File: src/hdl/substring_search_index_after_macros.svh
// Assertion macros for the substring search block.
`ifndef SUBSTRING_SEARCH_INDEX_AFTER_MACROS_SVH
`define SUBSTRING_SEARCH_INDEX_AFTER_MACROS_SVH

`ifndef NO_ASSERTIONS

`define SSIA_ASSERT_IMPL(label, clk, rst_n, ante, cons) \
    label: assert property (@(posedge clk) disable iff (!rst_n) (ante) |-> (cons)) \
        else $error("ssia: implication check failed");

`define SSIA_ASSERT_NEXT(label, clk, rst_n, ante, cons) \
    label: assert property (@(posedge clk) disable iff (!rst_n) (ante) |=> (cons)) \
        else $error("ssia: next-cycle check failed");

`else

`define SSIA_ASSERT_IMPL(label, clk, rst_n, ante, cons)

`define SSIA_ASSERT_NEXT(label, clk, rst_n, ante, cons)

`endif

`endif

File: src/hdl/ssia_pkg.sv
// Shared types, constants and functions for the substring search block.
`default_nettype none

package ssia_pkg;

    localparam int MAX_PATTERN_DEF = 16;
    localparam int MAX_TEXT_DEF    = 4096;

    localparam int CFG_IDX_W  = 3;
    localparam int CFG_DATA_W = 64;
    localparam int LEN_CFG_W  = 5;
    localparam int START_W    = 12;
    localparam int INDEX_W    = 13;

    localparam logic [CFG_IDX_W-1:0] REG_PAT_LO   = 3'd0;
    localparam logic [CFG_IDX_W-1:0] REG_PAT_HI   = 3'd1;
    localparam logic [CFG_IDX_W-1:0] REG_PAT_LEN  = 3'd2;
    localparam logic [CFG_IDX_W-1:0] REG_CASE_SEN = 3'd3;
    localparam logic [CFG_IDX_W-1:0] REG_START    = 3'd4;

    typedef struct packed {
        logic [63:0]           pat_lo;
        logic [63:0]           pat_hi;
        logic [LEN_CFG_W-1:0]  pat_len;
        logic                  case_sens;
        logic [START_W-1:0]    start;
    } t_cfg;

    // Folds 'A'..'Z' to lower case unless the compare is exact.
    function automatic logic [7:0] fold_char(input logic [7:0] c, input logic cs);
        logic [7:0] r;
        r = c;
        if (!cs && (c inside {[8'h41:8'h5A]})) begin
            r = c + 8'h20;
        end
        return r;
    endfunction

endpackage

`default_nettype wire

File: src/hdl/ssia_cfg.sv
// Configuration register file for the substring search block.
`default_nettype none

module ssia_cfg (
    input  wire logic                           i_clk,
    input  wire logic                           i_rst_n,
    input  wire logic                           i_wr_en,
    input  wire logic [ssia_pkg::CFG_IDX_W-1:0]  i_wr_index,
    input  wire logic [ssia_pkg::CFG_DATA_W-1:0] i_wr_data,
    output ssia_pkg::t_cfg                       o_cfg
);
    import ssia_pkg::*;

    t_cfg r_cfg;

    always_ff @(posedge i_clk) begin
        if (!i_rst_n) begin
            r_cfg.pat_lo    <= '0;
            r_cfg.pat_hi    <= '0;
            r_cfg.pat_len   <= LEN_CFG_W'(1);
            r_cfg.case_sens <= 1'b1;
            r_cfg.start     <= '0;
        end else if (i_wr_en) begin
            case (i_wr_index)
                REG_PAT_LO:   r_cfg.pat_lo    <= i_wr_data;
                REG_PAT_HI:   r_cfg.pat_hi    <= i_wr_data;
                REG_PAT_LEN:  r_cfg.pat_len   <= i_wr_data[LEN_CFG_W-1:0];
                REG_CASE_SEN: r_cfg.case_sens <= i_wr_data[0];
                REG_START:    r_cfg.start     <= i_wr_data[START_W-1:0];
                default: ;
            endcase
        end
    end

    assign o_cfg = r_cfg;

endmodule

`default_nettype wire

File: src/hdl/ssia_match.sv
// Window compare: decides whether the pattern ends at the current byte.
`default_nettype none

module ssia_match #(
    parameter int MAX_PATTERN = ssia_pkg::MAX_PATTERN_DEF,
    parameter int POS_W       = 13,
    parameter int WIN_D       = (MAX_PATTERN > 1) ? MAX_PATTERN - 1 : 1
) (
    input  wire ssia_pkg::t_cfg          i_cfg,
    input  wire logic [7:0]              i_byte,
    input  wire logic [WIN_D-1:0][7:0]   i_window,
    input  wire logic [POS_W-1:0]        i_pos,
    output logic                         o_hit
);
    import ssia_pkg::*;

    localparam int LEN_W = $clog2(MAX_PATTERN + 1);
    localparam int IDX_W = (MAX_PATTERN > 1) ? $clog2(MAX_PATTERN) : 1;
    localparam int CMP_W = ((POS_W > START_W) ? POS_W : START_W) + 2;

    logic [MAX_PATTERN-1:0][7:0] pchar;
    logic [MAX_PATTERN-1:0][7:0] win;
    logic [MAX_PATTERN-1:0]      eq;
    logic [LEN_W-1:0]            len_eff;
    logic                        pos_ok;

    genvar g;
    generate
        for (g = 0; g < MAX_PATTERN; g++) begin : g_pchar
            if (g < 8) begin : g_lo
                assign pchar[g] = i_cfg.pat_lo[8*g +: 8];
            end else if (g < 16) begin : g_hi
                assign pchar[g] = i_cfg.pat_hi[8*(g-8) +: 8];
            end else begin : g_zero
                assign pchar[g] = 8'h00;
            end
            if (g == 0) begin : g_cur
                assign win[g] = i_byte;
            end else begin : g_old
                assign win[g] = i_window[g-1];
            end
        end
    endgenerate

    assign len_eff = (int'(i_cfg.pat_len) > MAX_PATTERN) ? LEN_W'(MAX_PATTERN)
                                                         : LEN_W'(i_cfg.pat_len);

    always_comb begin
        int back;
        back = 0;
        for (int j = 0; j < MAX_PATTERN; j++) begin
            back = int'(len_eff) - 1 - j;
            if (j < int'(len_eff)) begin
                eq[j] = fold_char(win[back[IDX_W-1:0]], i_cfg.case_sens)
                     == fold_char(pchar[j], i_cfg.case_sens);
            end else begin
                eq[j] = 1'b1;
            end
        end
    end

    // Match begins at pos+1-len; it must fit and start at or after the offset.
    assign pos_ok = (CMP_W'(i_pos) + CMP_W'(1)) >= (CMP_W'(len_eff) + CMP_W'(i_cfg.start));

    assign o_hit = (len_eff != '0) && pos_ok && (&eq);

endmodule

`default_nettype wire

File: src/hdl/substring_search_index_after.sv
// Substring search top level: input register, window compare, result register.
// The result register loads when the input register passes on the byte that causes it.
// Throughput: one text byte per cycle while the result is not stalled; the compare is combinational.
// Input stall rises only while the input register holds a byte and the result is stalled.
// Reset (synchronous, active low) clears valid flags and position, sets config defaults.
`default_nettype none
`include "substring_search_index_after_macros.svh"

module substring_search_index_after #(
    parameter int MAX_PATTERN = ssia_pkg::MAX_PATTERN_DEF,
    parameter int MAX_TEXT    = ssia_pkg::MAX_TEXT_DEF
) (
    input  wire logic                            i_clk,
    input  wire logic                            i_rst_n,
    input  wire logic                            i_cfg_valid,
    output logic                                 o_cfg_ready,
    input  wire logic [ssia_pkg::CFG_IDX_W-1:0]  i_cfg_index,
    input  wire logic [ssia_pkg::CFG_DATA_W-1:0] i_cfg_data,
    input  wire logic                            i_in_valid,
    output logic                                 o_in_stall,
    input  wire logic [7:0]                      i_text_byte,
    input  wire logic                            i_end_of_text,
    output logic                                 o_out_valid,
    input  wire logic                            i_out_stall,
    output logic                                 o_found,
    output logic [ssia_pkg::INDEX_W-1:0]         o_index_after
);
    import ssia_pkg::*;

    localparam int POS_W = $clog2(MAX_TEXT + 1);
    localparam int WIN_D = (MAX_PATTERN > 1) ? MAX_PATTERN - 1 : 1;

    t_cfg                 cfg;
    logic                 r_in_valid;
    logic [7:0]           r_in_byte;
    logic                 r_in_last;
    logic [WIN_D-1:0][7:0] r_window;
    logic [POS_W-1:0]     r_pos;
    logic                 r_matched;
    logic                 r_out_valid;
    logic                 r_found;
    logic [INDEX_W-1:0]   r_index;

    logic                 advance;
    logic                 fire;
    logic                 active;
    logic                 match_hit;
    logic                 hit;
    logic                 emit;
    logic [INDEX_W-1:0]   n_index;

    assign o_cfg_ready = 1'b1;

    ssia_cfg u_cfg (
        .i_clk      (i_clk),
        .i_rst_n    (i_rst_n),
        .i_wr_en    (i_cfg_valid),
        .i_wr_index (i_cfg_index),
        .i_wr_data  (i_cfg_data),
        .o_cfg      (cfg)
    );

    ssia_match #(
        .MAX_PATTERN (MAX_PATTERN),
        .POS_W       (POS_W),
        .WIN_D       (WIN_D)
    ) u_match (
        .i_cfg    (cfg),
        .i_byte   (r_in_byte),
        .i_window (r_window),
        .i_pos    (r_pos),
        .o_hit    (match_hit)
    );

    assign advance    = !(r_out_valid && i_out_stall);
    assign fire       = r_in_valid && advance;
    assign o_in_stall = r_in_valid && !advance;

    assign active  = !r_matched && (r_pos < POS_W'(MAX_TEXT));
    assign hit     = active && match_hit;
    assign emit    = hit || (r_in_last && !r_matched);
    assign n_index = INDEX_W'(32'(r_pos) + 32'd1);

    // input register
    always_ff @(posedge i_clk) begin
        if (!i_rst_n) begin
            r_in_valid <= 1'b0;
        end else if (!o_in_stall) begin
            r_in_valid <= i_in_valid;
        end
    end

    always_ff @(posedge i_clk) begin
        if (i_in_valid && !o_in_stall) begin
            r_in_byte <= i_text_byte;
            r_in_last <= i_end_of_text;
        end
    end

    // stream state
    always_ff @(posedge i_clk) begin
        if (!i_rst_n) begin
            r_pos     <= '0;
            r_matched <= 1'b0;
        end else if (fire) begin
            if (r_in_last) begin
                r_pos     <= '0;
                r_matched <= 1'b0;
            end else begin
                if (active) begin
                    r_pos <= r_pos + POS_W'(1);
                end
                if (hit) begin
                    r_matched <= 1'b1;
                end
            end
        end
    end

    generate
        if (WIN_D > 1) begin : g_shift
            always_ff @(posedge i_clk) begin
                if (fire && active) begin
                    r_window <= {r_window[WIN_D-2:0], r_in_byte};
                end
            end
        end else begin : g_single
            always_ff @(posedge i_clk) begin
                if (fire && active) begin
                    r_window[0] <= r_in_byte;
                end
            end
        end
    endgenerate

    // result register
    always_ff @(posedge i_clk) begin
        if (!i_rst_n) begin
            r_out_valid <= 1'b0;
        end else if (advance) begin
            r_out_valid <= fire && emit;
        end
    end

    always_ff @(posedge i_clk) begin
        if (fire && emit && advance) begin
            r_found <= hit;
            r_index <= hit ? n_index : '0;
        end
    end

    assign o_out_valid   = r_out_valid;
    assign o_found       = r_found;
    assign o_index_after = r_index;

    `SSIA_ASSERT_IMPL(a_nf_zero_index, i_clk, i_rst_n, o_out_valid && !o_found, o_index_after == '0)
    `SSIA_ASSERT_IMPL(a_pos_bound, i_clk, i_rst_n, 1'b1, r_pos <= POS_W'(MAX_TEXT))
    `SSIA_ASSERT_NEXT(a_hit_marks, i_clk, i_rst_n, fire && hit && !r_in_last, r_matched)
    `SSIA_ASSERT_NEXT(a_pos_frozen, i_clk, i_rst_n, r_matched, (r_pos == $past(r_pos)) || (r_pos == '0))
    `SSIA_ASSERT_IMPL(a_stall_full, i_clk, i_rst_n, o_in_stall, r_in_valid && r_out_valid)

endmodule

`default_nettype wire
File: config.mk
export PLATFORM = sky130hd
export DESIGN_NAME = substring_search_index_after
export DESIGN_NICKNAME = d
export VERILOG_FILES = /design/src/hdl/ssia_pkg.sv /design/src/hdl/ssia_cfg.sv /design/src/hdl/ssia_match.sv /design/src/hdl/substring_search_index_after.sv
export VERILOG_INCLUDE_DIRS = /design/src /design/src/hdl
export SDC_FILE = /design/constraint.sdc
export NUM_CORES = 1
export LEC_CHECK = 0
export ABC_AREA = 0
export BUFFER_PORTS_ARGS = -buffer_cell sky130_fd_sc_hd__buf_4
export CAP_MARGIN = 25
export CORE_ASPECT_RATIO = 1.1
export CORE_MARGIN = 1.5
export CORE_UTILIZATION = 58
export CTS_CLUSTER_SIZE = 12
export DETAILED_ROUTE_END_ITERATION = 10
export PLACE_DENSITY = 0.88
export SYNTH_ARGS = -nofsm -noshare
export SYNTH_HDL_FRONTEND = slang
export SYNTH_SLANG_ARGS = --single-unit
File: constraint.sdc
create_clock -name i_clk -period 11.32 [get_ports i_clk]
set_input_delay 2.264 -clock i_clk [delete_from_list [all_inputs] [get_ports i_clk]]
set_output_delay 2.264 -clock i_clk [all_outputs]
set_load 0.1 [all_outputs]
==> run metrics <==
Switching Share=32.8%; number of global-route vias before repair=21.0k; global-route wire length before repair=122,000 um; Seq cells post-synth=305; Worst setup SP type=flip-flop; Int Pwr=2.15 mW; PnR worst setup slack=3080 ps; Post-Synth XOR/XNOR Area=6.29%; Synth Warn #=0; Leak=10.0 nW; grt ovf=0; R2R Setup Slk=3080 ps; Residual DRC=0; Placement Cell Area=24,800 um2; Worst-Margin Slew=1200 ps; FFs w/ async S/R, synth=0%; reg2reg path depth=16; input/output buffers=96; share of layout cells above drive strength 1=12.8%; Slew Limit Fails=0; total number of vias=21.8k; setup TNS=0 ps; number of H-tree levels=2; Slowest-stage cell, CP=or4_1; mux cell area share after synthesis=19.8%; fmax=121 MHz; Hold WC Path Type=flip-flop to flip-flop; Comb pwr share=26.4%; TritonCTS clock tree=built; pre-CTS setup slack=2780 ps; Clock Sinks=305; post-route ant nets=0; clock group share of total power=35.0%; DIE WIDTH=196 um; most frequent cells in the layout=nand2_1 (365), mux2i_1 (290), dfxtp_1 (160); CP arrival=8520 ps; top post-synthesis cells by area=edfxtp_1 (18%), dfxtp_1 (14%), mux2i_1 (12%), mux4_2 (6.4%), nand2_1 (5.8%); detailed router's first-iteration violation count=2,719; clock skew=23.0 ps; outcome=finished, final reports clean; core footprint=40,400 um2; initial antenna violation count=4; Most common cell on crit path=buf_4; CP Launch Point=u_cfg.o_cfg[13]$_SDFFE_PN1P_; row cnt=77; Simple-Gate Fraction of Synth Area=17.2%; Bufs on Longest Clock Path=3; post-synthesis compound-gate area fraction=18.3%; required time of the critical path=11,610 ps; CP Cell Sequence=nand2b_4 -> ha_1 -> xnor2_4 -> buf_4 -> a21oi_2 -> nor2_2 -> mux2i_1 -> o2111a_1 -> or3_1 -> o41ai_2 -> a41oi_1 -> nor3_1 -> nand4b_1 -> or4_1 -> a21oi_1 -> buf_4; IO Pins=98; final non-filler cell area=25,900 um2; Top FF cell, synth=dfxtp_1; GR Util All Layers=37.7%; power per cell area=123 nW/um2; fill cell count=3,149; Final Total Pwr=3.20 mW; max-cap violation count=0; via/cell ratio=7.05; area delta synth->final=8.72%; unrepaired setup endpoints after global routing=no; die area=42,400 um2; synthesized area=23,900 um2; GPL Wtd Cong=1.11; die height=216 um; Root Buffer=clkbuf_16; Post-Synthesis Mean Instance Area=9.41 um2; Critical Path End Type=flip-flop; final core occ=64.3%; Critical Path Fanout Max=59; Syn Nets=2,671; largest family of logic cells by synthesized area=multiplexers; Clk Latency, worst-skew pair=590 ps; Tmin final=8240 ps; largest net degree at the start of global routing=94; WL final=80,400 um; final hold viol count=0; Max IR drop VDD=0.131 mV; number of nets in the layout=2,682; Worst slew margin=18.2%; count of final setup violators=0; Yosys top cell by area=edfxtp_1; Wirelength per Cell=26.1 um; Worst setup endpoint=o_index_after[6]$_SDFFCE_PN0P_; Critical Path Max Stage Delay=820 ps; Seq/Total Area, Yosys=31.6%; crit path kind=flip-flop to flip-flop; switching power of the nets=1.05 mW; r2r startpoint=u_cfg.o_cfg[13]$_SDFFE_PN1P_; Synth top area share=18.0%; Num CTS Buffers=35; sequential share of power=38.6%; Post-Synth Adder-Cell Area=2.86%; Post-synth EDFFs=143; # resized after CTS=0; most common cell after layout, fill and taps aside=nand2_1; post-synthesis cell type count=108; Reg-to-Reg End=o_index_after[6]$_SDFFCE_PN0P_; Initial Utilization=59.1%; post-CTS setup buffers=0; DR pass1 iterations=5; post-DP HPWL=59,400 um; Clock transition at path regs=70 ps; Final period util=72.8%; synthesized instance count=2,536; Post-CTS Hold Buffers=0
how the worst min path moves through the flow:
stage	to	startpoint	slack [ps]	cells past startpoint
5_1_grt	u_cfg.o_cfg[0]$_SDFFE_PN0P_	u_cfg.o_cfg[0]$_SDFFE_PN0P_	510	2
3_5_place_dp	u_cfg.o_cfg[3]$_SDFFE_PN0P_	u_cfg.o_cfg[3]$_SDFFE_PN0P_	470	2
2_1_floorplan	r_window[30]$_DFFE_PP_	r_window[22]$_DFFE_PP_	440	0
6_report	u_cfg.o_cfg[3]$_SDFFE_PN0P_	u_cfg.o_cfg[3]$_SDFFE_PN0P_	480	2
4_1_cts	u_cfg.o_cfg[3]$_SDFFE_PN0P_	u_cfg.o_cfg[3]$_SDFFE_PN0P_	480	2
3_3_place_gp	u_cfg.o_cfg[3]$_SDFFE_PN0P_	u_cfg.o_cfg[3]$_SDFFE_PN0P_	460	2
per-stage QoR:
stage	hold WS [ps]	std cells
after global placement	464	3021
after detailed placement	472	3022
after floorplan	441	2536
after CTS	483	3084
after global routing	508	3085
final	482	3086
power groups by stage:
| stage | sequential (mW) | combinational (mW) | clock [mW] |
|---|---|---|---|
| 3_5_place_dp | 1.26 | 0.808 | 0 |
| 2_1_floorplan | 1.25 | 0.569 | 0 |
| 4_1_cts | 1.23 | 0.814 | 1.13 |
| 5_1_grt | 1.24 | 0.891 | 1.17 |
| 6_report | 1.24 | 0.844 | 1.12 |
| 3_3_place_gp | 1.25 | 0.787 | 0 |
cell type report:
type	count	area [um2]	area share (%)
Clock buffer	50	973	3.75
Timing Repair Buffer	136	1020	3.93
Multi-Input combinational cell	2026	15500	59.6
Antenna cell	1	2.50	0.00965
Inverter	43	168	0.646
Sequential cell	305	7540	29.1
Clock inverter	12	135	0.521
Tap cell	513	642	2.47
worst max-delay path: cells and delay by family, from the launching register on:
family | cells | cell delay, ps
mux | 1 | 260
flops | 1 | 800
simple gates | 6 | 2980
buf+inv | 2 | 920
fa+ha+maj | 1 | 650
compound gates | 5 | 1490
xor+xnor | 1 | 740
logic make-up (layout without fill, tap and decap cells):
| kind of cell | Yosys count | count (layout) |
|---|---|---|
| AND/OR/NAND/NOR | 825 | 825 |
| AO/OA/AOI/OAI | 601 | 601 |
| multiplexers | 384 | 384 |
| flip-flops | 305 | 305 |
| buffers and inverters | 205 | 241 |
| XOR/XNOR | 161 | 161 |
| adder cells (fa/ha/maj) | 54 | 54 |
| other | 1 | 2 |
state kept, by name (all words and copies together) (netlist names):
| name | cells |
|---|---|
| o_out_valid | 1 |
| r_in_valid | 1 |
| r_matched | 1 |
| u_cfg.o_cfg | 146 |
| r_in_byte | 8 |
| r_window | 120 |
| o_index_after | 13 |
| r_pos | 13 |
| r_in_last | 1 |
| o_found | 1 |
Yosys cell counts, types with 18 or more instances:
cell         n
buf_1       20
xnor2_1     89
nand2_1    366
clkbuf_1    89
nor3b_1     23
dfxtp_1    162
nor2b_1     41
edfxtp_1   143
nor2_1      90
nor4b_1     18
nand4_1     20
a22oi_1     26
inv_1       39
a21o_1      24
mux2i_1    290
xor2_1      65
o21ai_0     62
buf_2       37
or3_1       30
nor3_1      49
nand3_1     70
and3_1      26
a31oi_1     24
o31ai_1     23
ha_1        53
o2111ai_1   21
and3b_1     21
mux2_2      26
a21boi_0   143
a211oi_1    32
a21oi_1     64
mux4_2      68
o211ai_1    22
metal layers:
layer,share of wire (%),vias to the layer above,global-route usage (%),routed length (um)
met4,7.0,4,23.5,5620
met1,37,10500,46.0,30000
met3,11,347,10.9,9010
met5,0.034,-,0,27
met2,45,1297,58.5,35800
li1,-,9585,-,-
Note: power is estimated with default switching activity, not from simulation.
